===== src/hdl/rrfd_pkg.sv =====
// Shared constants, register indexes and helper functions for the frame difference block.
package rrfd_pkg;

   // Fixed field widths
   localparam int PIXEL_W  = 8;
   localparam int HW_W     = 4;
   localparam int SCORE_W  = 29;
   localparam int MAG_W    = SCORE_W - 1;
   localparam int SUM_W    = SCORE_W + 1;
   localparam int DIV_W    = PIXEL_W + 1;
   localparam int NORM_W   = 2 * HW_W;
   localparam int CHANNELS = 3;

   // Configuration port
   localparam int CSR_INDEX_W = 1;
   localparam int CSR_DATA_W  = HW_W;
   localparam logic [CSR_INDEX_W-1:0] REG_HALF_WIDTH       = 1'b0;
   localparam logic [CSR_INDEX_W-1:0] REG_NORMALIZE_ENABLE = 1'b1;

   // Register reset values
   localparam logic [HW_W-1:0] HALF_WIDTH_RESET = 4'd4;
   localparam logic            NORMALIZE_RESET  = 1'b1;

   // Parameter defaults
   localparam int MAX_HALF_WIDTH_DEFAULT = 15;
   localparam int FRACTION_BITS_DEFAULT  = 16;

   // Queue between front and back
   localparam int QUEUE_DEPTH = 2;

   // Saturation bound: 3*(2*max_hw+1)^2 scaled by the fraction, capped at 2^28-1
   function automatic logic [MAG_W-1:0] score_limit(input int unsigned max_hw,
                                                    input int unsigned frac);
      longint unsigned side;
      longint unsigned lim;
      side = 64'(2 * max_hw + 1);
      lim  = (64'd3 * side * side) << frac;
      if (lim > 64'h0FFF_FFFF) begin
         lim = 64'h0FFF_FFFF;
      end
      return lim[MAG_W-1:0];
   endfunction

endpackage


===== src/hdl/rrfd_front.sv =====
// Front part: accepts pixels and forms the three signed relative-change terms bit-serially.
module rrfd_front #(
   parameter int FRACTION_BITS = rrfd_pkg::FRACTION_BITS_DEFAULT
) (
   input  logic                                              clock,
   input  logic                                              reset,
   input  logic                                              push,
   output logic                                              full,
   input  logic [rrfd_pkg::CHANNELS-1:0][rrfd_pkg::PIXEL_W-1:0] prev_pix,
   input  logic [rrfd_pkg::CHANNELS-1:0][rrfd_pkg::PIXEL_W-1:0] cur_pix,
   input  logic                                              window_end,
   output logic                                              q_push,
   input  logic                                              q_full,
   output logic [rrfd_pkg::CHANNELS*(FRACTION_BITS+1):0]     q_data
);

   localparam int TERM_W = FRACTION_BITS + 1;
   localparam int CNT_W  = $clog2(FRACTION_BITS + 1);

   localparam logic [1:0] F_IDLE = 2'd0;
   localparam logic [1:0] F_DIV  = 2'd1;
   localparam logic [1:0] F_HOLD = 2'd2;

   logic [1:0]       state_ff, state_in;
   logic [CNT_W-1:0] count_ff, count_in;

   logic [rrfd_pkg::PIXEL_W-1:0]   rem_ff  [rrfd_pkg::CHANNELS];
   logic [FRACTION_BITS-1:0]       quot_ff [rrfd_pkg::CHANNELS];
   logic [rrfd_pkg::DIV_W-1:0]     div_ff  [rrfd_pkg::CHANNELS];
   logic [rrfd_pkg::CHANNELS-1:0]  neg_ff;
   logic                           end_ff;

   logic [rrfd_pkg::PIXEL_W-1:0]   rem_next  [rrfd_pkg::CHANNELS];
   logic [FRACTION_BITS-1:0]       quot_next [rrfd_pkg::CHANNELS];
   logic [rrfd_pkg::PIXEL_W-1:0]   rem_load  [rrfd_pkg::CHANNELS];
   logic [rrfd_pkg::DIV_W-1:0]     div_load  [rrfd_pkg::CHANNELS];
   logic [rrfd_pkg::CHANNELS-1:0]  neg_load;
   logic [TERM_W-1:0]              term      [rrfd_pkg::CHANNELS];

   logic accept;
   logic div_step;

   // One restoring division step per channel, plus operand setup
   always_comb begin
      logic [rrfd_pkg::DIV_W-1:0] shifted;
      logic                       fits;
      logic [rrfd_pkg::PIXEL_W-1:0] mx;
      for (int i = 0; i < rrfd_pkg::CHANNELS; i++) begin
         shifted      = {rem_ff[i], 1'b0};
         fits         = (shifted >= div_ff[i]);
         rem_next[i]  = fits ? rrfd_pkg::PIXEL_W'(shifted - div_ff[i])
                             : rrfd_pkg::PIXEL_W'(shifted);
         quot_next[i] = {quot_ff[i][FRACTION_BITS-2:0], fits};

         mx           = (prev_pix[i] > cur_pix[i]) ? prev_pix[i] : cur_pix[i];
         rem_load[i]  = (prev_pix[i] > cur_pix[i]) ? (prev_pix[i] - cur_pix[i])
                                                   : (cur_pix[i] - prev_pix[i]);
         div_load[i]  = {1'b0, mx} + rrfd_pkg::DIV_W'(1);
         neg_load[i]  = (prev_pix[i] < cur_pix[i]);

         term[i]      = neg_ff[i] ? (-{1'b0, quot_ff[i]}) : {1'b0, quot_ff[i]};
      end
   end

   // Word handed to the queue: window end flag over the three terms
   assign q_data = {end_ff, term[2], term[1], term[0]};
   assign q_push = (state_ff == F_HOLD) && !q_full;
   assign full   = (state_ff != F_IDLE);
   assign accept = push && (state_ff == F_IDLE);

   // Sequencer
   always_comb begin
      state_in = state_ff;
      count_in = count_ff;
      div_step = 1'b0;
      unique case (state_ff)
         F_IDLE: begin
            if (push) begin
               count_in = CNT_W'(FRACTION_BITS);
               state_in = F_DIV;
            end
         end
         F_DIV: begin
            div_step = 1'b1;
            count_in = count_ff - CNT_W'(1);
            if (count_ff == CNT_W'(1)) begin
               state_in = F_HOLD;
            end
         end
         F_HOLD: begin
            if (!q_full) begin
               state_in = F_IDLE;
            end
         end
         default: state_in = F_IDLE;
      endcase
   end

   always_ff @(posedge clock) begin
      if (reset) begin
         state_ff <= F_IDLE;
         count_ff <= '0;
      end else begin
         state_ff <= state_in;
         count_ff <= count_in;
      end
   end

   // Divider datapath
   always_ff @(posedge clock) begin
      if (accept) begin
         end_ff <= window_end;
         neg_ff <= neg_load;
      end
      for (int i = 0; i < rrfd_pkg::CHANNELS; i++) begin
         if (accept) begin
            rem_ff[i]  <= rem_load[i];
            div_ff[i]  <= div_load[i];
            quot_ff[i] <= '0;
         end else if (div_step) begin
            rem_ff[i]  <= rem_next[i];
            quot_ff[i] <= quot_next[i];
         end
      end
   end

endmodule


===== src/hdl/rrfd_queue.sv =====
// Short first-in first-out queue between the front and the back.
module rrfd_queue #(
   parameter int WIDTH = 8,
   parameter int DEPTH = rrfd_pkg::QUEUE_DEPTH
) (
   input  logic             clock,
   input  logic             reset,
   input  logic             push,
   input  logic [WIDTH-1:0] push_data,
   output logic             full,
   input  logic             pop,
   output logic [WIDTH-1:0] pop_data,
   output logic             empty
);

   localparam int PTR_W = $clog2(DEPTH);
   localparam int CNT_W = $clog2(DEPTH + 1);

   logic [WIDTH-1:0] entry_ff [DEPTH];
   logic [PTR_W-1:0] wr_ptr_ff, wr_ptr_in;
   logic [PTR_W-1:0] rd_ptr_ff, rd_ptr_in;
   logic [CNT_W-1:0] count_ff, count_in;
   logic             do_push, do_pop;

   assign full     = (count_ff == CNT_W'(DEPTH));
   assign empty    = (count_ff == '0);
   assign do_push  = push && !full;
   assign do_pop   = pop && !empty;
   assign pop_data = entry_ff[rd_ptr_ff];

   // Pointer and fill count update
   always_comb begin
      wr_ptr_in = do_push ? wr_ptr_ff + PTR_W'(1) : wr_ptr_ff;
      rd_ptr_in = do_pop  ? rd_ptr_ff + PTR_W'(1) : rd_ptr_ff;
      count_in  = count_ff;
      if (do_push && !do_pop) begin
         count_in = count_ff + CNT_W'(1);
      end else if (do_pop && !do_push) begin
         count_in = count_ff - CNT_W'(1);
      end
   end

   always_ff @(posedge clock) begin
      if (reset) begin
         wr_ptr_ff <= '0;
         rd_ptr_ff <= '0;
         count_ff  <= '0;
      end else begin
         wr_ptr_ff <= wr_ptr_in;
         rd_ptr_ff <= rd_ptr_in;
         count_ff  <= count_in;
      end
   end

   // Storage
   always_ff @(posedge clock) begin
      if (do_push) begin
         entry_ff[wr_ptr_ff] <= push_data;
      end
   end

endmodule


===== src/hdl/rrfd_back.sv =====
// Back part: saturating accumulation, optional normalizing division and the result register.
module rrfd_back #(
   parameter int MAX_HALF_WIDTH = rrfd_pkg::MAX_HALF_WIDTH_DEFAULT,
   parameter int FRACTION_BITS  = rrfd_pkg::FRACTION_BITS_DEFAULT
) (
   input  logic                                          clock,
   input  logic                                          reset,
   input  logic                                          q_empty,
   input  logic [rrfd_pkg::CHANNELS*(FRACTION_BITS+1):0] q_data,
   output logic                                          q_pop,
   input  logic                                          csr_write_enable,
   input  logic [rrfd_pkg::CSR_INDEX_W-1:0]              csr_index,
   input  logic [rrfd_pkg::CSR_DATA_W-1:0]               csr_write_data,
   output logic                                          rsp_empty,
   input  logic                                          rsp_pop,
   output logic signed [rrfd_pkg::SCORE_W-1:0]           rsp_score,
   output logic                                          rsp_divide_error
);

   localparam int TERM_W = FRACTION_BITS + 1;
   localparam int STEP_W = $clog2(rrfd_pkg::MAG_W + 1);
   localparam logic [rrfd_pkg::MAG_W-1:0] LIMIT_MAG =
      rrfd_pkg::score_limit(MAX_HALF_WIDTH, FRACTION_BITS);
   localparam logic signed [rrfd_pkg::SUM_W-1:0] LIMIT_POS = {2'b00, LIMIT_MAG};
   localparam logic signed [rrfd_pkg::SUM_W-1:0] LIMIT_NEG = -LIMIT_POS;

   localparam logic [1:0] B_IDLE = 2'd0;
   localparam logic [1:0] B_ADD  = 2'd1;
   localparam logic [1:0] B_DIV  = 2'd2;

   // Control state
   logic [1:0]                            state_ff, state_in;
   logic [1:0]                            ch_ff, ch_in;
   logic [STEP_W-1:0]                     step_ff, step_in;
   logic signed [rrfd_pkg::SCORE_W-1:0]   acc_ff, acc_in;
   logic                                  out_valid_ff, out_valid_in;
   logic [rrfd_pkg::HW_W-1:0]             half_width_ff;
   logic                                  normalize_ff;

   // Payload
   logic [rrfd_pkg::CHANNELS-1:0][TERM_W-1:0] terms_ff;
   logic                                      end_ff;
   logic [rrfd_pkg::NORM_W-1:0]               rem_ff;
   logic [rrfd_pkg::MAG_W-1:0]                quot_ff;
   logic [rrfd_pkg::NORM_W-1:0]               divisor_ff;
   logic                                      neg_ff;
   logic signed [rrfd_pkg::SCORE_W-1:0]       out_score_ff, out_score_in;
   logic                                      out_err_ff, out_err_in;

   logic                                      q_end;
   logic signed [TERM_W-1:0]                  term_sel;
   logic signed [rrfd_pkg::SUM_W-1:0]         sum_raw, sum_sat;
   logic [rrfd_pkg::MAG_W-1:0]                sum_mag;
   logic [rrfd_pkg::NORM_W-1:0]               hw_sq;
   logic [rrfd_pkg::NORM_W:0]                 shifted;
   logic                                      fits;
   logic [rrfd_pkg::NORM_W-1:0]               rem_next;
   logic [rrfd_pkg::MAG_W-1:0]                quot_next;
   logic signed [rrfd_pkg::SCORE_W-1:0]       quot_signed;
   logic                                      load_terms, start_div, div_step, load_out;

   assign q_end = q_data[rrfd_pkg::CHANNELS*TERM_W];

   // Saturating add of the selected channel term
   always_comb begin
      term_sel = terms_ff[ch_ff];
      sum_raw  = rrfd_pkg::SUM_W'(acc_ff) + rrfd_pkg::SUM_W'(term_sel);
      sum_sat  = sum_raw;
      if (sum_raw > LIMIT_POS) begin
         sum_sat = LIMIT_POS;
      end else if (sum_raw < LIMIT_NEG) begin
         sum_sat = LIMIT_NEG;
      end
      sum_mag = (sum_sat < 0) ? rrfd_pkg::MAG_W'(-sum_sat) : rrfd_pkg::MAG_W'(sum_sat);
   end

   // Normalizing divider: one restoring step a cycle on the magnitude
   always_comb begin
      hw_sq       = rrfd_pkg::NORM_W'(half_width_ff) * rrfd_pkg::NORM_W'(half_width_ff);
      shifted     = {rem_ff, quot_ff[rrfd_pkg::MAG_W-1]};
      fits        = (shifted >= {1'b0, divisor_ff});
      rem_next    = fits ? rrfd_pkg::NORM_W'(shifted - {1'b0, divisor_ff})
                         : rrfd_pkg::NORM_W'(shifted);
      quot_next   = {quot_ff[rrfd_pkg::MAG_W-2:0], fits};
      quot_signed = neg_ff ? (-{1'b0, quot_next}) : {1'b0, quot_next};
   end

   // Sequencer
   always_comb begin
      state_in     = state_ff;
      ch_in        = ch_ff;
      step_in      = step_ff;
      acc_in       = acc_ff;
      out_valid_in = out_valid_ff;
      out_score_in = out_score_ff;
      out_err_in   = out_err_ff;
      load_terms   = 1'b0;
      start_div    = 1'b0;
      div_step     = 1'b0;
      load_out     = 1'b0;
      q_pop        = 1'b0;
      if (rsp_pop && out_valid_ff) begin
         out_valid_in = 1'b0;
      end
      unique case (state_ff)
         B_IDLE: begin
            // a window end waits until the result register is free
            if (!q_empty && !(q_end && out_valid_ff)) begin
               q_pop      = 1'b1;
               load_terms = 1'b1;
               ch_in      = 2'd0;
               state_in   = B_ADD;
            end
         end
         B_ADD: begin
            acc_in = rrfd_pkg::SCORE_W'(sum_sat);
            if (ch_ff == 2'(rrfd_pkg::CHANNELS - 1)) begin
               state_in = B_IDLE;
               if (end_ff) begin
                  acc_in = '0;
                  if (normalize_ff && (half_width_ff != '0)) begin
                     start_div = 1'b1;
                     step_in   = STEP_W'(rrfd_pkg::MAG_W);
                     state_in  = B_DIV;
                  end else begin
                     // raw sum; error when normalizing with zero half width
                     load_out     = 1'b1;
                     out_valid_in = 1'b1;
                     out_score_in = rrfd_pkg::SCORE_W'(sum_sat);
                     out_err_in   = normalize_ff;
                  end
               end
            end else begin
               ch_in = ch_ff + 2'd1;
            end
         end
         B_DIV: begin
            div_step = 1'b1;
            step_in  = step_ff - STEP_W'(1);
            if (step_ff == STEP_W'(1)) begin
               load_out     = 1'b1;
               out_valid_in = 1'b1;
               out_score_in = quot_signed;
               out_err_in   = 1'b0;
               state_in     = B_IDLE;
            end
         end
         default: state_in = B_IDLE;
      endcase
   end

   // Control registers and configuration
   always_ff @(posedge clock) begin
      if (reset) begin
         state_ff      <= B_IDLE;
         ch_ff         <= '0;
         step_ff       <= '0;
         acc_ff        <= '0;
         out_valid_ff  <= 1'b0;
         half_width_ff <= rrfd_pkg::HALF_WIDTH_RESET;
         normalize_ff  <= rrfd_pkg::NORMALIZE_RESET;
      end else begin
         state_ff     <= state_in;
         ch_ff        <= ch_in;
         step_ff      <= step_in;
         acc_ff       <= acc_in;
         out_valid_ff <= out_valid_in;
         if (csr_write_enable) begin
            unique case (csr_index)
               rrfd_pkg::REG_HALF_WIDTH:       half_width_ff <= csr_write_data;
               rrfd_pkg::REG_NORMALIZE_ENABLE: normalize_ff  <= csr_write_data[0];
               default: ;
            endcase
         end
      end
   end

   // Datapath registers
   always_ff @(posedge clock) begin
      if (load_terms) begin
         terms_ff <= q_data[rrfd_pkg::CHANNELS*TERM_W-1:0];
         end_ff   <= q_end;
      end
      if (start_div) begin
         rem_ff     <= '0;
         quot_ff    <= sum_mag;
         divisor_ff <= hw_sq;
         neg_ff     <= (sum_sat < 0);
      end else if (div_step) begin
         rem_ff  <= rem_next;
         quot_ff <= quot_next;
      end
      if (load_out) begin
         out_score_ff <= out_score_in;
         out_err_ff   <= out_err_in;
      end
   end

   assign rsp_empty        = !out_valid_ff;
   assign rsp_score        = out_score_ff;
   assign rsp_divide_error = out_err_ff;

endmodule


===== src/hdl/roi_relative_frame_difference.sv =====
// Top level of the region-of-interest relative frame difference block.
//
// Each pushed word is one window pixel (previous and current values of three channels and a
// window end flag). Per channel the signed relative change (prev-cur)/(max(prev,cur)+1) with
// FRACTION_BITS fraction bits is added to a saturating accumulator; the window end word yields
// one result, the sum divided by half_width squared when normalizing (raw sum plus
// divide_error when half_width is zero), and clears the accumulator. The front takes no new
// pixel until its bit-serial channel dividers (one quotient bit per cycle) have handed the
// terms to the queue; a two-word queue decouples it from the back, which does the three
// saturating adds per pixel and a bit-serial normalizing division on a normalized window end.
// The result register holds one finished word while the front takes pixels till the queue fills.
module roi_relative_frame_difference #(
   parameter int MAX_HALF_WIDTH = rrfd_pkg::MAX_HALF_WIDTH_DEFAULT,
   parameter int FRACTION_BITS  = rrfd_pkg::FRACTION_BITS_DEFAULT
) (
   input  logic                                clock,
   input  logic                                reset,
   // pixel input
   input  logic                                req_push,
   output logic                                req_full,
   input  logic [rrfd_pkg::PIXEL_W-1:0]        req_prev_ch0,
   input  logic [rrfd_pkg::PIXEL_W-1:0]        req_cur_ch0,
   input  logic [rrfd_pkg::PIXEL_W-1:0]        req_prev_ch1,
   input  logic [rrfd_pkg::PIXEL_W-1:0]        req_cur_ch1,
   input  logic [rrfd_pkg::PIXEL_W-1:0]        req_prev_ch2,
   input  logic [rrfd_pkg::PIXEL_W-1:0]        req_cur_ch2,
   input  logic                                req_window_end,
   // result output
   output logic                                rsp_empty,
   input  logic                                rsp_pop,
   output logic signed [rrfd_pkg::SCORE_W-1:0] rsp_score,
   output logic                                rsp_divide_error,
   // configuration
   input  logic                                csr_write_enable,
   input  logic [rrfd_pkg::CSR_INDEX_W-1:0]    csr_index,
   input  logic [rrfd_pkg::CSR_DATA_W-1:0]     csr_write_data
);

   localparam int WORD_W = rrfd_pkg::CHANNELS * (FRACTION_BITS + 1) + 1;

   logic [rrfd_pkg::CHANNELS-1:0][rrfd_pkg::PIXEL_W-1:0] prev_pix;
   logic [rrfd_pkg::CHANNELS-1:0][rrfd_pkg::PIXEL_W-1:0] cur_pix;
   logic              q_push, q_full, q_pop, q_empty;
   logic [WORD_W-1:0] q_push_data, q_pop_data;

   assign prev_pix = {req_prev_ch2, req_prev_ch1, req_prev_ch0};
   assign cur_pix  = {req_cur_ch2, req_cur_ch1, req_cur_ch0};

   // Term generation
   rrfd_front #(
      .FRACTION_BITS(FRACTION_BITS)
   ) u_front (
      .clock      (clock),
      .reset      (reset),
      .push       (req_push),
      .full       (req_full),
      .prev_pix   (prev_pix),
      .cur_pix    (cur_pix),
      .window_end (req_window_end),
      .q_push     (q_push),
      .q_full     (q_full),
      .q_data     (q_push_data)
   );

   // Decoupling queue
   rrfd_queue #(
      .WIDTH(WORD_W),
      .DEPTH(rrfd_pkg::QUEUE_DEPTH)
   ) u_queue (
      .clock     (clock),
      .reset     (reset),
      .push      (q_push),
      .push_data (q_push_data),
      .full      (q_full),
      .pop       (q_pop),
      .pop_data  (q_pop_data),
      .empty     (q_empty)
   );

   // Accumulation, normalization and result
   rrfd_back #(
      .MAX_HALF_WIDTH(MAX_HALF_WIDTH),
      .FRACTION_BITS (FRACTION_BITS)
   ) u_back (
      .clock            (clock),
      .reset            (reset),
      .q_empty          (q_empty),
      .q_data           (q_pop_data),
      .q_pop            (q_pop),
      .csr_write_enable (csr_write_enable),
      .csr_index        (csr_index),
      .csr_write_data   (csr_write_data),
      .rsp_empty        (rsp_empty),
      .rsp_pop          (rsp_pop),
      .rsp_score        (rsp_score),
      .rsp_divide_error (rsp_divide_error)
   );

`ifndef SYNTHESIS
   // front only hands a word over when the queue has room
   assert property (@(posedge clock) disable iff (reset) q_push |-> !q_full)
      else $error("front pushed into a full queue");

   // back only takes a word that is there
   assert property (@(posedge clock) disable iff (reset) q_pop |-> !q_empty)
      else $error("back popped an empty queue");

   // a shown score stays within the saturation bound
   assert property (@(posedge clock) disable iff (reset)
      !rsp_empty |->
         ($signed(rsp_score) <=
             $signed({1'b0, rrfd_pkg::score_limit(MAX_HALF_WIDTH, FRACTION_BITS)})) &&
         ($signed(rsp_score) >=
             -$signed({1'b0, rrfd_pkg::score_limit(MAX_HALF_WIDTH, FRACTION_BITS)})))
      else $error("score outside the saturation bound");
`endif

endmodule


===== config.mk =====
export PLATFORM = sky130hd
export DESIGN_NAME = roi_relative_frame_difference
export DESIGN_NICKNAME = d
export VERILOG_FILES = /design/src/hdl/rrfd_pkg.sv /design/src/hdl/rrfd_front.sv /design/src/hdl/rrfd_queue.sv /design/src/hdl/rrfd_back.sv /design/src/hdl/roi_relative_frame_difference.sv
export SDC_FILE = /design/constraint.sdc
export NUM_CORES = 1
export LEC_CHECK = 0
export BUFFER_PORTS_ARGS = -buffer_cell sky130_fd_sc_hd__buf_2
export CAP_MARGIN = 20
export CELL_PAD_IN_SITES_DETAIL_PLACEMENT = 0
export CELL_PAD_IN_SITES_GLOBAL_PLACEMENT = 1
export CORE_MARGIN = 8
export CORE_UTILIZATION = 30
export CTS_BUF_LIST = sky130_fd_sc_hd__clkbuf_8
export DETAILED_ROUTE_END_ITERATION = 16
export MAX_ROUTING_LAYER = met4
export PLACE_DENSITY = 0.6
export SKIP_LAST_GASP = 1
export SLEW_MARGIN = 10
export SYNTH_ARGS = -nofsm -noshare
export SYNTH_HDL_FRONTEND = slang
export SYNTH_HIERARCHICAL = 1
export SYNTH_SLANG_ARGS = --single-unit
export TNS_END_PERCENT = 1

===== constraint.sdc =====
create_clock -name clock -period 13.85 [get_ports clock]
set_input_delay 2.0775 -clock clock [delete_from_list [all_inputs] [get_ports clock]]
set_output_delay 2.0775 -clock clock [all_outputs]
set_load 0.005 [all_outputs]

==> flow_metrics.py, run 1 <==
metrics = {
    "status": {
        "status": "complete, no violations",
    },
    "synthesis": {
        "synth.top_cells.by_count": "325 x edfxtp_1, 194 x nand2_1, 174 x nor2_1, 169 x a21oi_1",
        "yosysSeqAreaShare_pct": 45.4,
        "yosysUniqueCellTypes": 92,
        "synth_top_area_cell": "edfxtp_1",
        "syn_nets": 2622,
        "synth-async-reset-ratio_pct": 0,
        "yosys_warnings": 6,
        "postSynthAreaPerCell_um2": 10.0,
        "ys_top_cells_by_area": "edfxtp_1 40%, ha_1 6.7%, dfxtp_1 5.3%",
        "ys_seq_elements": 389,
        "synth.cell_area_mm2": 0.0243,
        "synth.most_common_cell": "edfxtp_1",
        "yosysTopAreaCellShare_pct": 40.1,
        "synthCells": 2422,
        "synth_ff_type": "edfxtp_1",
        "synth_edf_count": 325,
    },
    "power": {
        "cellPowerDensity_mw_per_mm2": 111,
        "irDropWorstVdd_mv": 0.0676,
        "totalPowerFinal_mw": 3.03,
        "total_leakage_power_nw": 10.1,
    },
    "placed_design": {
        "dpl.cell_count": 3487,
        "place_congestion": 0.857,
        "place_hpwl_mm": 45.2,
        "placed_area_mm2": 0.0259,
        "portBuffers": 90,
        "post-place-ws_ns": 6.26,
    },
    "routing": {
        "routed_wl_mm": 62.3,
        "viasPerCell": 5.07,
        "detail-route-antenna-nets": 0,
        "wl_per_cell_um": 17.2,
        "dr.pass1.iters": 5,
        "drt_iter0_drc": 939,
        "via_count": 18400,
        "wl_met1_mm": 27.8,
        "dr_wl_met3_mm": 2.24,
        "drc_errors": 0,
        "route.met2.wl_mm": 30.7,
        "highest_layer": "met4",
    },
    "cells_and_area": {
        "multi_input_area_mm2": 0.0123,
        "register_area_mm2": 0.0110,
        "final_cells": 3621,
        "final.fill_count": 8257,
        "final_core_util_pct": 33.9,
        "num-nets-final": 2706,
        "layout-drive-gt1-share_pct": 13.5,
        "syn_to_final_growth_pct": 11.9,
        "fin_area_mm2": 0.0272,
    },
    "critical_path": {
        "worst-path-buf-inv": 3,
        "crit_end": "u_back/quot_ff[8]",
        "crit_slowest_cell": "nor3b_1",
        "end_kind": "flop",
        "r2r_slack_ns": 6.46,
        "critPathTopFamily": "compound AO/OA/AOI/OAI gates",
        "crit_chain": "inv_1 > nor2_1 > buf_4 > nand2_1 > o21ai_1 > buf_4 > ha_1 > a21oi_1 > o21ai_1 > a21o_1 > a221o_1 > nor3b_1 > nand4_1 > o21ai_0 > o2111ai_1 > a21oi_4 > nand2b_1 > ha_1 > nand2b_1 > and3_1 > a211o_1",
        "r2r_end": "u_back/quot_ff[8]",
        "critPathKind": "flop to flop",
        "cp.required_ns": 14.25,
        "r2r_cells": 21,
        "crit_fanout": 36,
        "cp_slowest_stage_delay_ns": 0.86,
        "r2r_start": "u_back/ch_ff[0]",
        "startpoint": "u_back/ch_ff[0]",
        "start_kind": "flop",
        "cp.depth": 21,
        "cp.arrival_ns": 7.79,
    },
    "floorplan": {
        "coreArea_mm2": 0.0804,
        "io_pins": 91,
        "die_h_um": 301,
        "start_util_pct": 30.2,
        "fp-row-count": 104,
        "die-area_mm2": 0.0905,
        "die_w_um": 301,
    },
    "timing": {
        "rsz0062_at_grt": "no",
        "setup_ws_ns": 6.46,
        "max_freq_mhz": 135,
        "clock_skew_ns": 0.0514,
        "fin_crit_sh_pct": 53.4,
        "slew_violations": 0,
        "hold_slack_ns": 0.453,
        "tns_ns": 0,
        "finalHoldViolations": 0,
        "worstMarginPinSlew_ns": 1.07,
        "relSlewSlack_pct": 28.2,
        "setup-violations-final": 0,
        "post-route-min-period_ns": 7.39,
    },
    "clock_tree": {
        "cts_resized": 0,
        "cts_max_path_buffers": 3,
        "cts_sinks": 389,
        "cts_buffers": 72,
        "cts_tree": "built",
        "clkLatencyLatePin_ns": 0.67,
        "path_clk_slew_ns": 0.06,
        "root_buffer": "clkbuf_8",
        "cts_htree_levels": 3,
        "cts_setup_buffers": 0,
        "hold_buffers": 0,
    },
    "global_routing": {
        "grt_pass1_vias": 18300,
        "track_usage_pct": 13.5,
        "overflow": 0,
        "grt_first_pass_wirelength_mm": 97.7,
        "grt_max_degree": 74,
        "antenna_found_initial": 1,
    },
    "job": {
        "maxCapViolCount": 0,
    },
    "hold_path": {
        "hp-class": "flop to flop",
    },
}
## flip-flops by register name (all words and copies together) (netlist names), 2 cells and up, named ones only
signal	flops
u_back/divisor_ff	7
u_front/rem_ff	24
u_back/half_width_ff	4
u_back/state_ff	2
u_back/step_ff	5
u_back/acc_ff	29
u_queue/entry_ff	104
u_back/ch_ff	2
u_front/quot_ff	48
u_back/rsp_score	29
u_front/state_ff	2
u_back/terms_ff	51
u_front/count_ff	5
u_front/neg_ff	3
u_back/quot_ff	28
u_queue/count_ff	2
u_back/rem_ff	8
u_front/div_ff	27
## report_power, final
| part | total (mW) | switching [mW] | leakage, nW | internal [mW] |
|---|---|---|---|---|
| combinational | 0.604 | 0.360 | 5.77 | 0.244 |
| sequential | 1.41 | 0.0471 | 3.55 | 1.36 |
| clock | 1.02 | 0.507 | 0.742 | 0.514 |
## final cells by class
| type | instances | share of cell area [%] |
|---|---|---|
| timing repair buffer | 122 | 2.60 |
| antenna | 1 | 0.00919 |
| clock inverter | 56 | 1.16 |
| inverter | 144 | 1.99 |
| clock buffer | 72 | 3.64 |
| tap | 1060 | 4.87 |
| sequential | 389 | 40.6 |
| multi-input combinational | 1777 | 45.2 |
## worst min-delay path by stage
stage / to / cells after the start / slack [ns] / start
finish: u_queue/entry_ff[0][51] / 0 / 0.45 / u_front/end_ff
global route: u_queue/entry_ff[0][51] / 0 / 0.46 / u_front/end_ff
CTS: u_queue/entry_ff[0][51] / 0 / 0.45 / u_front/end_ff
detailed placement: u_queue/entry_ff[0][51] / 0 / 0.46 / u_front/end_ff
global placement: u_back/rem_ff[7] / 2 / 0.46 / u_back/rem_ff[7]
floorplan: u_front/count_ff[4] / 1 / 0.43 / u_front/count_ff[4]
## worst register-to-register path, cell delays in order, from the launching register on
cell,delay [ns]
dfxtp_1,0.63
inv_1,0.16
nor2_1,0.13
buf_4,0.20
nand2_1,0.07
o21ai_1,0.15
buf_4,0.26
ha_1,0.41
a21oi_1,0.36
o21ai_1,0.19
a21o_1,0.19
a221o_1,0.33
nor3b_1,0.86
nand4_1,0.21
o21ai_0,0.43
o2111ai_1,0.29
a21oi_4,0.85
nand2b_1,0.18
ha_1,0.36
nand2b_1,0.35
and3_1,0.26
a211o_1,0.28
## per-layer routing
metal  vias to the layer above  GRT usage, %
li1                       9088             -
met1                      8830          16.3
met2                       346          23.1
met3                       108          2.23
met4                         0          4.05
met5                         -             -
## logic make-up after synthesis
logic type / count (synthesis) / synth area share [%]
mux: 113 / 4.97
compound gates: 614 / 16.7
xor+xnor: 162 / 5.83
fa+ha+maj: 141 / 7.59
flops: 389 / 45.4
simple gates: 747 / 15.3
buf+inv: 256 / 4.23
## cells in the final DEF (no fill, tap or decap), types with 17 or more instances in the layout
cell and instances:
xor2_1 48, o31ai_1 35, a31oi_1 20, edfxtp_1 325
ha_1 129, and2_1 57, dfxtp_1 63, nor2b_1 25
clkinv_1 22, buf_4 29, buf_2 91, mux2i_1 51
a21o_1 26, nand2_1 193, nor3_1 56, or3_1 30
a211oi_1 23, clkbuf_8 72, o21ai_0 141, nand2b_1 29
xnor2_1 114, o21a_1 17, nand3_1 53, inv_1 159
nor2_1 172, mux2_2 62, a21oi_1 168, o211ai_1 19
nand4_1 34
Power figures use the tool's default switching activity.
==> run 2: changes to the inputs <==
clock period = 7 ns   (was 13.85 ns; I/O delays follow)
==> run 2 against run 1 <==
First-iteration DRC count up 18%. Fmax is 13% higher. Sequential share of layout area is 0.37 points lower. Sequential cell count did not move. Global-route usage up 0.50 points. Sequential power is 98% higher. Highest routed layer unchanged. Clock power grew 110%. Worst setup slack lost 6.0 ns.
==> flow_metrics.py, run 2 (synthesized netlist as in run 1, its figures left out) <==
metrics = {
    "hold_path": {
        "min_from": "u_back/acc_ff[7]",
        "min_path_cells": 2,
        "min_to": "u_back/acc_ff[7]",
        "hp-class": "flop to flop",
    },
    "global_routing": {
        "antenna_found_initial": 2,
        "overflow": 0,
        "grt_max_degree": 79,
        "track_usage_pct": 14.0,
        "grt_pass1_vias": 18700,
        "grt_first_pass_wirelength_mm": 101,
    },
    "cells_and_area": {
        "num-nets-final": 2722,
        "final.fill_count": 8180,
        "regMostFlops": "u_queue/entry_ff",
        "layout_common_cells": "325 x edfxtp_1, 193 x nand2_1, 172 x nor2_1, 169 x inv_1, 168 x a21oi_1",
        "multi_input_area_mm2": 0.0123,
        "layout-drive-gt1-share_pct": 14.2,
        "final_core_util_pct": 34.2,
        "reg_top3": "u_queue/entry_ff: 104 flops, u_back/terms_ff: 51 flops, u_front/quot_ff: 48 flops",
        "register_area_mm2": 0.0110,
        "largest_reg_flops": 104,
        "syn_to_final_growth_pct": 13.0,
        "fin_area_mm2": 0.0275,
        "final_common_cell": "edfxtp_1",
    },
    "floorplan": {
        "io_pins": 91,
        "coreArea_mm2": 0.0804,
        "fp-row-count": 104,
        "start_util_pct": 30.2,
        "die_w_um": 301,
        "die-area_mm2": 0.0905,
        "die_h_um": 301,
    },
    "power": {
        "irDropWorstVdd_mv": 0.112,
        "cellPowerDensity_mw_per_mm2": 225,
        "totalPowerFinal_mw": 6.18,
        "total_leakage_power_nw": 10.2,
    },
    "critical_path": {
        "crit_path_frequent_cell": "o21ai_0",
        "r2r_cells": 20,
        "r2r_start": "u_back/ch_ff[1]",
        "r2r_end": "u_back/quot_ff[26]",
        "start_kind": "flop",
        "crit_slowest_cell": "dfxtp_1",
        "crit_fanout": 13,
        "cp.required_ns": 7.37,
        "r2r_slack_ns": 0.47,
        "end_kind": "flop",
        "cp_slowest_stage_delay_ns": 0.67,
        "cp.arrival_ns": 6.90,
        "critPathKind": "flop to flop",
        "crit_chain": "buf_4 > mux2i_1 > o21ai_0 > ha_1 > a21oi_1 > o21ai_0 > o21bai_1 > or2_2 > o311a_1 > a21oi_1 > nand3_1 > o2111ai_1 > a21oi_4 > nand2b_1 > ha_1 > nand4_1 > or2_2 > o41ai_1 > xnor2_1 > o21ai_0",
    },
    "routing": {
        "drt_iter0_drc": 1112,
        "detail-route-antenna-nets": 0,
        "viasPerCell": 5.08,
        "dr.pass1.iters": 7,
        "wl_per_cell_um": 17.3,
        "drc_errors": 0,
        "via_count": 18500,
        "routed_wl_mm": 63.1,
    },
    "clock_tree": {
        "cts_max_path_buffers": 3,
        "path_clk_slew_ns": 0.06,
        "cts_tree": "built",
        "cts_setup_buffers": 0,
        "cts_htree_levels": 3,
        "cts_buffers": 73,
        "cts_sinks": 389,
        "cts_resized": 0,
        "hold_buffers": 0,
        "clkLatencyLatePin_ns": 0.65,
        "root_buffer": "clkbuf_8",
    },
    "timing": {
        "fin_crit_sh_pct": 93.3,
        "slew_violations": 0,
        "hold_slack_ns": 0.469,
        "relSlewSlack_pct": 24.9,
        "setup-violations-final": 0,
        "max_freq_mhz": 153,
        "worstMarginPinSlew_ns": 1.12,
        "finalHoldViolations": 0,
        "post-route-min-period_ns": 6.53,
        "clock_skew_ns": 0.0213,
        "rsz0062_at_grt": "yes",
    },
    "status": {
        "status": "complete, no violations",
    },
    "placed_design": {
        "portBuffers": 90,
        "placed_area_mm2": 0.0260,
        "place_congestion": 0.902,
        "place_hpwl_mm": 45.6,
    },
    "job": {
        "maxCapViolCount": 0,
    },
}
[run 2: cell count changes in the layout (fill, tap and decap cells not counted), sizes merged]
cell,previous run,this run
buf,121,137
bufinv,1,3
clkbuf,73,81
clkinv,34,16
clkinvlp,0,2
diode,1,2
inv,165,175
[run 2: stage by stage]
stage	worst slack (ns)	setup TNS [ns]	cells
2_1_floorplan	0.229	0	2422
3_3_place_gp	0.462	0	3503
3_5_place_dp	0.499	0	3505
4_1_cts	0.413	0	3638
5_1_grt	-0.0230	-0.0399	3642
6_report	0.470	0	3642
[run 2: worst max-delay path by stage]
stage | slack [ns] | endpoint | startpoint | depth (start not counted)
after floorplan | 0.23 | u_back/quot_ff[8] | u_back/ch_ff[1] | 22
after global placement | 0.46 | u_back/quot_ff[26] | u_back/ch_ff[1] | 19
after detailed placement | 0.50 | u_back/quot_ff[26] | u_back/ch_ff[1] | 20
after CTS | 0.41 | u_back/quot_ff[26] | u_back/ch_ff[1] | 20
after global routing | -0.02 | u_back/quot_ff[8] | u_back/ch_ff[1] | 18
final | 0.47 | u_back/quot_ff[26] | u_back/ch_ff[1] | 20
[run 2: worst max-delay path: cells and delay by family, from the launching register on]
family,cells,cell delay [ns]
adder cells (fa/ha/maj),2,0.73
XOR/XNOR,1,0.17
flip-flops,1,0.67
AND/OR/NAND/NOR,5,1.29
multiplexers,1,0.36
AO/OA/AOI/OAI,10,2.69
buffers and inverters,1,0.33
[run 2: layout make-up]
type	count	area share, %
multi-input combinational	1777	44.8
sequential	389	40.2
tap	1060	4.83
clock buffer	81	4.06
timing repair buffer	137	3.00
inverter	144	1.97
clock inverter	52	1.19
antenna	2	0.0182
[run 2: report_power, final]
group          leakage, nW  internal, mW  total (mW)  switching [mW]
Combinational         5.85         0.486        1.20           0.711
Clock                0.839          1.18        2.19            1.01
Sequential            3.55          2.69        2.79          0.0939
[run 2: layer usage]
metal	GRT usage, %	wire [um]
met5	-	0
met2	22.9	30000
met3	2.52	2570
met1	17.3	28400
met4	5.13	2130
